--- src/dlts_pkg.sv ---
// types and constants shared by the delta list task scheduler
`timescale 1ns / 1ps
package dlts_pkg;

   localparam int TaskWidth    = 8;
   localparam int DeltaWidth   = 32;
   localparam int PendWidth    = 8;
   localparam int FuncWidth    = 2;
   localparam int SlotWidth    = 4;
   localparam int CountWidth   = 5;
   localparam int ReqDataWidth = 72;
   localparam int RspDataWidth = 24;

   typedef enum logic [FuncWidth-1:0] {
      FUNC_TICK     = 2'd0,
      FUNC_ADD      = 2'd1,
      FUNC_DISPATCH = 2'd2,
      FUNC_NONE     = 2'd3
   } func_type;

   typedef struct packed {
      logic [PendWidth-1:0]  pending;
      logic [DeltaWidth-1:0] period;
      logic [DeltaWidth-1:0] delta;
      logic [TaskWidth-1:0]  task_id;
   } entry_type;

   typedef enum logic [3:0] {
      ST_IDLE,
      ST_TICK_WR,
      ST_ADD_RD,
      ST_ADD_CHK,
      ST_SHF_RD,
      ST_SHF_WR,
      ST_NEW_WR,
      ST_DSP_CHK,
      ST_RMV_RD,
      ST_RMV_WR,
      ST_DONE
   } state_type;

endpackage

--- src/delta_list_task_scheduler_unit.sv ---
// delta list task scheduler: sorted timer list held in one entry memory
//
//  channel | ports          | word contents
//  --------+----------------+-------------------------------------------------
//  request | req_t*         | tuser: func; tdata: task_id, delay, period
//  result  | rsp_t*         | tdata: run_valid, run_task, add_full, add_slot,
//          |                |        task_count
//
// one word at a time; a tick updates the head entry before output, an add walks
// the entries passed and then moves later entries up by one, a dispatch shifts
// the remaining entries down by one, plus the add walk again for a periodic
// task.
// the entry memory has one read and one write port with registered read data.
// synchronous reset clears the entry count and control; the memory is not cleared.
// a finished result waits in the output register while the next word is taken.
`timescale 1ns / 1ps
module delta_list_task_scheduler_unit #(
   parameter int MAX_TASKS = 16
) (
   input  logic                               clock,
   input  logic                               reset,
   input  logic                               req_tvalid,
   output logic                               req_tready,
   // [7:0] task_id, [39:8] delay, [71:40] period
   input  logic [dlts_pkg::ReqDataWidth-1:0]  req_tdata,
   // [1:0] func
   input  logic [dlts_pkg::FuncWidth-1:0]     req_tuser,
   output logic                               rsp_tvalid,
   input  logic                               rsp_tready,
   // [0] run_valid, [8:1] run_task, [9] add_full, [13:10] add_slot,
   // [18:14] task_count, [23:19] zero
   output logic [dlts_pkg::RspDataWidth-1:0]  rsp_tdata
);
   import dlts_pkg::*;

   localparam int IW = (MAX_TASKS > 1) ? $clog2(MAX_TASKS) : 1;
   localparam int CW = $clog2(MAX_TASKS + 1);

   entry_type mem [MAX_TASKS];
   entry_type rd_data_ff;
   logic [IW-1:0] rd_addr;
   logic [IW-1:0] wr_addr;
   logic          wr_en;
   entry_type     wr_data;

   state_type state_ff, state_in;
   logic [CW-1:0] cnt_ff, cnt_in;
   logic [CW-1:0] pos_ff, pos_in;
   logic [CW-1:0] k_ff, k_in;
   logic [TaskWidth-1:0]  id_ff, id_in;
   logic [DeltaWidth-1:0] dly_ff, dly_in;
   logic [DeltaWidth-1:0] per_ff, per_in;
   logic report_ff, report_in;
   logic res_run_ff, res_run_in;
   logic [TaskWidth-1:0] res_task_ff, res_task_in;
   logic res_full_ff, res_full_in;
   logic [SlotWidth-1:0] res_slot_ff, res_slot_in;
   logic rsp_valid_ff, rsp_valid_in;
   logic [RspDataWidth-1:0] rsp_data_ff, rsp_data_in;
   func_type req_func;

   assign req_func   = func_type'(req_tuser);
   assign req_tready = (state_ff == ST_IDLE);
   assign rsp_tvalid = rsp_valid_ff;
   assign rsp_tdata  = rsp_data_ff;

   always_ff @(posedge clock) begin
      if (wr_en) begin
         mem[wr_addr] <= wr_data;
      end
      rd_data_ff <= mem[rd_addr];
   end

   always_ff @(posedge clock) begin
      if (reset) begin
         state_ff     <= ST_IDLE;
         cnt_ff       <= '0;
         rsp_valid_ff <= 1'b0;
      end else begin
         state_ff     <= state_in;
         cnt_ff       <= cnt_in;
         rsp_valid_ff <= rsp_valid_in;
      end
      pos_ff      <= pos_in;
      k_ff        <= k_in;
      id_ff       <= id_in;
      dly_ff      <= dly_in;
      per_ff      <= per_in;
      report_ff   <= report_in;
      res_run_ff  <= res_run_in;
      res_task_ff <= res_task_in;
      res_full_ff <= res_full_in;
      res_slot_ff <= res_slot_in;
      rsp_data_ff <= rsp_data_in;
   end

   always_comb begin
      state_in     = state_ff;
      cnt_in       = cnt_ff;
      pos_in       = pos_ff;
      k_in         = k_ff;
      id_in        = id_ff;
      dly_in       = dly_ff;
      per_in       = per_ff;
      report_in    = report_ff;
      res_run_in   = res_run_ff;
      res_task_in  = res_task_ff;
      res_full_in  = res_full_ff;
      res_slot_in  = res_slot_ff;
      rsp_data_in  = rsp_data_ff;
      rsp_valid_in = rsp_valid_ff && !rsp_tready;
      rd_addr      = '0;
      wr_addr      = '0;
      wr_en        = 1'b0;
      wr_data      = rd_data_ff;

      case (state_ff)
         ST_IDLE: begin
            if (req_tvalid) begin
               id_in       = req_tdata[7:0];
               dly_in      = req_tdata[39:8];
               per_in      = req_tdata[71:40];
               pos_in      = '0;
               report_in   = 1'b1;
               res_run_in  = 1'b0;
               res_task_in = '0;
               res_full_in = 1'b0;
               res_slot_in = '0;
               state_in    = ST_DONE;
               case (req_func)
                  FUNC_TICK: begin
                     if (cnt_ff != '0) begin
                        state_in = ST_TICK_WR;
                     end
                  end
                  FUNC_ADD: begin
                     if (cnt_ff == CW'(MAX_TASKS)) begin
                        res_full_in = 1'b1;
                     end else begin
                        state_in = ST_ADD_RD;
                     end
                  end
                  FUNC_DISPATCH: begin
                     if (cnt_ff != '0) begin
                        state_in = ST_DSP_CHK;
                     end
                  end
                  default: begin
                     state_in = ST_DONE;
                  end
               endcase
            end
         end
         ST_TICK_WR: begin
            wr_en   = 1'b1;
            wr_addr = '0;
            if (rd_data_ff.delta == '0) begin
               wr_data.pending = rd_data_ff.pending + PendWidth'(1);
            end else begin
               wr_data.delta = rd_data_ff.delta - DeltaWidth'(1);
            end
            state_in = ST_DONE;
         end
         ST_ADD_RD: begin
            rd_addr = pos_ff[IW-1:0];
            if (pos_ff == cnt_ff) begin
               k_in     = cnt_ff;
               state_in = ST_SHF_RD;
            end else begin
               state_in = ST_ADD_CHK;
            end
         end
         ST_ADD_CHK: begin
            if (dly_ff >= rd_data_ff.delta) begin
               dly_in   = dly_ff - rd_data_ff.delta;
               pos_in   = pos_ff + CW'(1);
               state_in = ST_ADD_RD;
            end else begin
               k_in     = cnt_ff;
               state_in = ST_SHF_RD;
            end
         end
         ST_SHF_RD: begin
            if (k_ff == pos_ff) begin
               state_in = ST_NEW_WR;
            end else begin
               rd_addr  = IW'(k_ff - CW'(1));
               state_in = ST_SHF_WR;
            end
         end
         ST_SHF_WR: begin
            wr_en   = 1'b1;
            wr_addr = k_ff[IW-1:0];
            if (k_ff == pos_ff + CW'(1)) begin
               wr_data.delta = rd_data_ff.delta - dly_ff;
            end
            k_in     = k_ff - CW'(1);
            state_in = ST_SHF_RD;
         end
         ST_NEW_WR: begin
            wr_en           = 1'b1;
            wr_addr         = pos_ff[IW-1:0];
            wr_data.task_id = id_ff;
            wr_data.delta   = dly_ff;
            wr_data.period  = per_ff;
            wr_data.pending = '0;
            cnt_in          = cnt_ff + CW'(1);
            if (report_ff) begin
               res_slot_in = SlotWidth'(pos_ff);
            end
            state_in = ST_DONE;
         end
         ST_DSP_CHK: begin
            if (rd_data_ff.pending == '0) begin
               state_in = ST_DONE;
            end else begin
               res_run_in  = 1'b1;
               res_task_in = rd_data_ff.task_id;
               id_in       = rd_data_ff.task_id;
               per_in      = rd_data_ff.period;
               dly_in      = rd_data_ff.period;
               k_in        = '0;
               state_in    = ST_RMV_RD;
            end
         end
         ST_RMV_RD: begin
            if (k_ff + CW'(1) >= cnt_ff) begin
               cnt_in = cnt_ff - CW'(1);
               if (per_ff != '0) begin
                  pos_in    = '0;
                  report_in = 1'b0;
                  state_in  = ST_ADD_RD;
               end else begin
                  state_in = ST_DONE;
               end
            end else begin
               rd_addr  = IW'(k_ff + CW'(1));
               state_in = ST_RMV_WR;
            end
         end
         ST_RMV_WR: begin
            wr_en    = 1'b1;
            wr_addr  = k_ff[IW-1:0];
            k_in     = k_ff + CW'(1);
            state_in = ST_RMV_RD;
         end
         ST_DONE: begin
            if (!rsp_valid_ff || rsp_tready) begin
               rsp_valid_in = 1'b1;
               rsp_data_in  = {5'd0, CountWidth'(cnt_ff), res_slot_ff, res_full_ff,
                               res_task_ff, res_run_ff};
               state_in     = ST_IDLE;
            end
         end
         default: begin
            state_in = ST_IDLE;
         end
      endcase
   end

endmodule
--- config.mk ---
export PLATFORM = sky130hd
export DESIGN_NAME = delta_list_task_scheduler_unit
export DESIGN_NICKNAME = d
export VERILOG_FILES = /design/src/dlts_pkg.sv /design/src/delta_list_task_scheduler_unit.sv
export SDC_FILE = /design/constraint.sdc
export NUM_CORES = 2
export LEC_CHECK = 0
export ABC_AREA = 0
export BUFFER_PORTS_ARGS = -buffer_cell sky130_fd_sc_hd__buf_2
export CORE_ASPECT_RATIO = 1.1
export CORE_MARGIN = 2
export CORE_UTILIZATION = 60
export CTS_CLUSTER_DIAMETER = 150
export DETAILED_ROUTE_END_ITERATION = 10
export PLACE_DENSITY = 0.74
export SLEW_MARGIN = 20
export SYNTH_ARGS = -nofsm -noshare
export SYNTH_HDL_FRONTEND = slang
export SYNTH_SLANG_ARGS = --single-unit
--- constraint.sdc ---
create_clock -name clock -period 10.1 [get_ports clock]
set_input_delay 2.02 -clock clock [delete_from_list [all_inputs] [get_ports clock]]
set_output_delay 2.02 -clock clock [all_outputs]
set_load 0.005 [all_outputs]
## After elaboration in Yosys (flattened, before gate mapping)

Memory sizes are Yosys's and may differ from the RTL's. A register that Yosys moved wholly into a read port is not among the register bits.
Cells that the tools add are included.

- Bits in registers: 126
- Memory bits (writable): 1280
- Input bits: 78
- Output and inout bits: 26
- Word-level logic and storage cells: 143
- Memories: 1

- $add $sub $neg: 9
- Magnitude comparators: 2
- Eq/ne operators: 25
- Mux-type cells: 62
- Reduce and logical (&&, ||, !) cells: 30

Memory list:

| memory | words | width | read ports | clocked after memory_dff | write ports | RTL line | text |
|---|---|---|---|---|---|---|---|
| mem | 16 | 80 | 1 | 1 | 1 | delta_list_task_scheduler_unit.sv:39 | `entry_type mem [MAX_TASKS];` |

Operator list:

| kind | number |
|---|---|
| $mux W32 | 7 |
| $pmux W32 S3 | 2 |
| $pmux W32 S2 | 1 |
| $sub A32 B32 Y32 | 2 |
| $pmux W8 S2 | 3 |
| $mux W4 | 11 |
| $mux W5 | 8 |
| $mux W8 | 5 |
| $pmux W4 S10 | 1 |
| $ge A32 B32 Y1 | 1 |
| $logic_not A32 Y1 | 1 |
| $reduce_bool A32 Y1 | 1 |
| $sub A32 B1 Y32 const B | 1 |
| $pmux W5 S5 | 1 |
| $pmux W4 S3 | 2 |
| $ne A2 B2 Y1 const B | 9 |
| $eq A4 B3 Y1 const B | 4 |
| $pmux W4 S2 | 2 |
| $add A5 B1 Y5 const B | 3 |
| $eq A5 B5 Y1 | 3 |
| $pmux W5 S3 | 1 |
| $eq A4 B4 Y1 const B | 3 |
| $reduce_and A4 Y1 | 3 |
| $mux W1 | 11 |
| 26 further kinds | 42 |

## Longest topological paths before layout

- Depth after elaboration: 5
- Depth in mapped cells: 16
- Mapped depth without buffers: 13

## Least setup slack after synthesis

OpenSTA, ideal clock, no wires.

- Path kind: reg2reg
- From: register state_ff[3]
- To: memory mem[3][0] in the netlist's numbering, enable pin
- Library setup time: 0.519 ns
- Data arrival time: 4.934 ns
- Data required time: 9.581 ns
- Setup slack: 4.646 ns
- Cell stages (with the launch flop): 7
- Path buffers: 2
- Period minus slack after synthesis: 5.454 ns
- Cells stage by stage: dfxtp_1 -> nand2b_1 -> nor2_1 -> clkbuf_1 -> clkbuf_1 -> a32oi_1 -> nor2_1

- Word-level cells in the longest chain between the ends: 5
- Elaborated cells between the ends (all ways): 10
- Classes of those cells: eq/ne (4); mux (4); reduce/logical (2)

Ends and longest elaborated chain:

| element | RTL line | text |
|---|---|---|
| from (decl) | delta_list_task_scheduler_unit.sv:46 | `state_type state_ff, state_in;` |
| from (signal assigned) | delta_list_task_scheduler_unit.sv:80 | `state_ff <= state_in;` |
| $eq A4 B3 Y1 (tied with other cells) | delta_list_task_scheduler_unit.sv:117 | `case (state_ff)` |
| $reduce_or A4 Y1 (no line) | - |  |
| $mux W1 | delta_list_task_scheduler_unit.sv:117 |  |
| $mux W1 | delta_list_task_scheduler_unit.sv:68 | `if (wr_en) begin` |
| $mux W1 (not written as such) | delta_list_task_scheduler_unit.sv:69 | `mem[wr_addr] <= wr_data;` |
| to (decl) | delta_list_task_scheduler_unit.sv:39 |  |

Parallel ways exist; a longest one is shown, timed or not.

## Final worst setup path

- From: register state_ff[2]
- To: register rd_data_ff[52] (netlist name)

- Word-level cells in the longest chain between the ends: 2
- Elaborated cells between the ends (all ways): 4
- Classes of those cells: eq/ne (3); mux (1)

Ends and longest elaborated chain:

| element | RTL line |
|---|---|
| $eq A4 B4 Y1 (tied with other cells) | delta_list_task_scheduler_unit.sv:117 |
| $pmux W4 S3 * | delta_list_task_scheduler_unit.sv:117 |

Every way passes the cells marked *; elsewhere a longest branch is shown, timed or not.
A chain may end at the register's enable or synchronous reset.

==> results.md <==
* Status: completed
* Post-CTS Hold Fix Bufs at 0
* Reg area at between 40000 and 50000 sq um
* Final-report max-slew violation count at 0
* CTS sink count at ~1500
* Critical Path AT at 6.15 ns
* Vias in the first global route at around 36000
* First-pass GRT wire length at between 200000 and 250000 microns
* Largest net degree at the start of global routing at around 130
* Synth top area cells: edfxtp_1 (65%), mux2i_1 (19%), dfxtp_1 (2.8%)
* Gr usage total at between 20% and 30%
* H-Tree Depth at 4
* # port buffers at 98
* Number of flops mapped to enable cells by yosys at 1396
* Most used cell along the critical path: mux2i_1
* Worst Path Required at 10.68 ns
* Cts bufs inserted at between 100 and 150
* Leading cell type in the layout, fill and taps excluded: edfxtp_1
* Yosys warns at 0
* CP Cell Sequence: buf_4 -> and2b_1 -> nand2_1 -> inv_2 -> o2111a_1 -> nor2_1 -> mux2i_1 -> a21oi_4 -> buf_4 -> buf_12 -> mux2i_1 -> mux2i_1 -> mux2i_1 -> mux2i_1
* Multi-input logic area at about 20000 sq um
* Max-cap viol count at 0
* Via/cell ratio at between 6 and 7
* DRC at 0
* # rows at 126
* Top cell type's share of synthesized area at 64.5%
* Buf/Inv on CP at 4
* Final min period at 5.57 ns
* Critical path capture point type: flop
* Share of synthesized registers carrying an async set or reset at 0%
* Mapped cell area at between 60000 and 70000 sq um
* Cell Area, Placed at between 60000 and 70000 sq um
* Final hold violations at 0
* Family with the most delay on the worst path: buffers and inverters
* Initial Util at between 60% and 70%
* Slew headroom at about a tenth
* Ant. Diodes at 0
* Largest area contributor in the netlist: edfxtp_1
* Post-route cell area at 71700 sq um
* Final GP Congestion at 0.958
* Pwr per Cell Area at around 290 nW/um^2
* Layout cells sized above 1 at just over 10%
* Total gr overflow at 0
* DR vias at 36706
* WL/cell at 26.6 microns
* Post-synthesis instance total at approximately 4300
* Most frequent cells in the layout: edfxtp_1 (1396), mux2i_1 (1216), nand2_1 (334), clkbuf_16 (151), a21oi_1 (124)
* Post-DP HPWL at between 90000 and 100000 microns
* Least-Margin Pin Slew at 1.34 ns
* Max rail drop VDD at 0.000227 V
* Clock latency on the worst-skew pair at 0.76 ns
* RSZ-0062 raised after global routing: no
* TritonCTS clock tree: built
* Worst-path fanout max at approximately 130
* Slowest cell on crit path: a21oi_4
* FILL cells at 7451
* Syn-to-layout area delta at 10.4%
* CTS max path bufs at 3
* Layout Nets at around 4500
* Ports at about 100
* Syn avg cell area at roughly 15 sq um
* Clock Skew at 0.0341 ns
* Static Leakage at ~29 nW
* Setup Crit Path Kind: reg2reg
* Max incr delay on CP at approximately 0.80 ns
* Reg clk slew, reported paths at roughly 0.060 ns
* Register area share after synthesis at between 60% and 70%
* Root buffer selected by CTS: clkbuf_16
* Post-cts resize count at 0
* Final setup vio count at 0
* Post-CTS Setup Inserts at 0
* Die width at 318 microns
* Detailed Route WL at 157000 microns
* Unique masters post-synth at 85
* Post-DRT Antenna Nets at 0
* DRT iter0 DRCs at approximately 3700
* TNS Setup at 0 ns
* Post-synth top flop: edfxtp_1
* Die Area at roughly 110000 sq um
* Synthesis-stage register bit count at approximately 1500
* Worst hold path type: reg2reg
* DRT Pass-1 Iters at 7
* Peak Freq at approximately 180 MHz
* Die Y at approximately 350 microns
* Initial antenna violation count at 4
* Final critical-path share of the clock period at between 50 and 60%
* CP startpoint kind: flop
* CORE AREA at 107000 sq um
-- layout make-up --
cell class                 count  area share, %
sequential                  1486           61.0
multi-input combinational   2462           27.7
clock buffer                 185           5.55
tap                         1408           2.46
timing repair buffer         183           1.68
clock inverter                85           1.16
inverter                      97          0.508
-- through the flow --
step	total power, mW	instances	hold slack (ns)	worst slack, ns	utilization [%]
6_report	20.8	5906	0.418	4.53	66.8
3_5_place_dp	15.4	5635	0.405	4.64	62.3
4_1_cts	20.8	5905	0.420	4.58	66.8
5_1_grt	21.7	5906	0.425	4.20	66.8
3_3_place_gp	15.3	5634	0.402	4.87	62.3
2_1_floorplan	13.5	4272	0.400	4.65	-
-- path summary, 6_finish.rpt --
path	from	cells past startpoint	slack, ns	end
worst max-delay path	state_ff[2]$_SDFFE_PP0P_	14	4.53	rd_data_ff[52]$_DFF_P_
worst min-delay path	res_run_ff$_DFFE_PP_	0	0.42	rsp_tdata[0]$_DFFE_PP_
worst max register to register	state_ff[2]$_SDFFE_PP0P_	14	4.53	rd_data_ff[52]$_DFF_P_
worst min register to register	res_run_ff$_DFFE_PP_	0	0.42	rsp_tdata[0]$_DFFE_PP_
-- cells by family (layout without fill, tap and decap cells) --
kind of cell,Yosys count,count (layout),share of synthesized area [%]
flip-flops,1486,1486,67.3
multiplexers,1218,1218,18.8
AND/OR/NAND/NOR,652,652,4.51
AO/OA/AOI/OAI,426,426,4.16
buffers and inverters,324,550,2.56
adder cells (fa/ha/maj),85,85,1.67
XOR/XNOR,76,76,1.02
other,1,5,0.00577
-- power breakdown --
| part | internal, mW | switching, mW | total, mW |
|---|---|---|---|
| Combinational | 2.48 | 4.28 | 6.76 |
| Sequential | 8.15 | 0.510 | 8.66 |
| Clock | 3.12 | 2.29 | 5.41 |
| Total | 13.8 | 7.09 | 20.8 |
-- worst register-to-register path: stages (launching register included) --
cell and delay [ns]:
dfxtp_2 0.48, buf_4 0.55, and2b_1 0.34, nand2_1 0.26
inv_2 0.14, o2111a_1 0.16, nor2_1 0.28, mux2i_1 0.18
a21oi_4 0.80, buf_4 0.54, buf_12 0.60, mux2i_1 0.57
mux2i_1 0.11, mux2i_1 0.23, mux2i_1 0.13
-- synth_stat cells (7+ instances only) --
cell	n
dfxtp_1	90
nand2_1	337
nor3_1	36
o31ai_1	9
o221ai_1	7
o21a_1	9
nor4_1	12
nor2_1	121
and2_1	12
nand2b_1	7
a211oi_1	7
buf_1	22
xor2_1	25
nand3_1	37
ha_1	82
o21ai_0	97
a21oi_1	128
and3_1	26
nand4_1	17
or2_2	7
mux2i_1	1218
or3_1	8
a221o_1	10
nor2b_1	8
a31oi_1	13
buf_4	99
edfxtp_1	1396
a21o_1	45
clkbuf_1	80
o21bai_1	11
inv_1	96
buf_2	20
xnor2_1	51
a22oi_1	11
o21ai_1	9
a221oi_1	14
o211ai_1	16
-- registers in the layout, indices dropped and copies added (netlist names) --
register / cells
cnt_ff: 5
dly_ff: 32
id_ff: 8
k_ff: 5
mem: 1280
per_ff: 32
pos_ff: 5
rd_data_ff: 80
report_ff: 1
res_full_ff: 1
res_run_ff: 1
res_slot_ff: 4
res_task_ff: 8
rsp_tdata: 19
rsp_tvalid: 1
state_ff: 4
-- per-layer routing --
metal / vias up / part of all wire [%] / track usage, %
met2: 1439 / 48 / 46.3
li1: 16446 / - / -
met3: 291 / 6.9 / 4.27
met1: 18526 / 42 / 39.1
met5: - / 0.015 / 0
met4: 4 / 3.0 / 9.59
(Power assumes the default switching activity.)
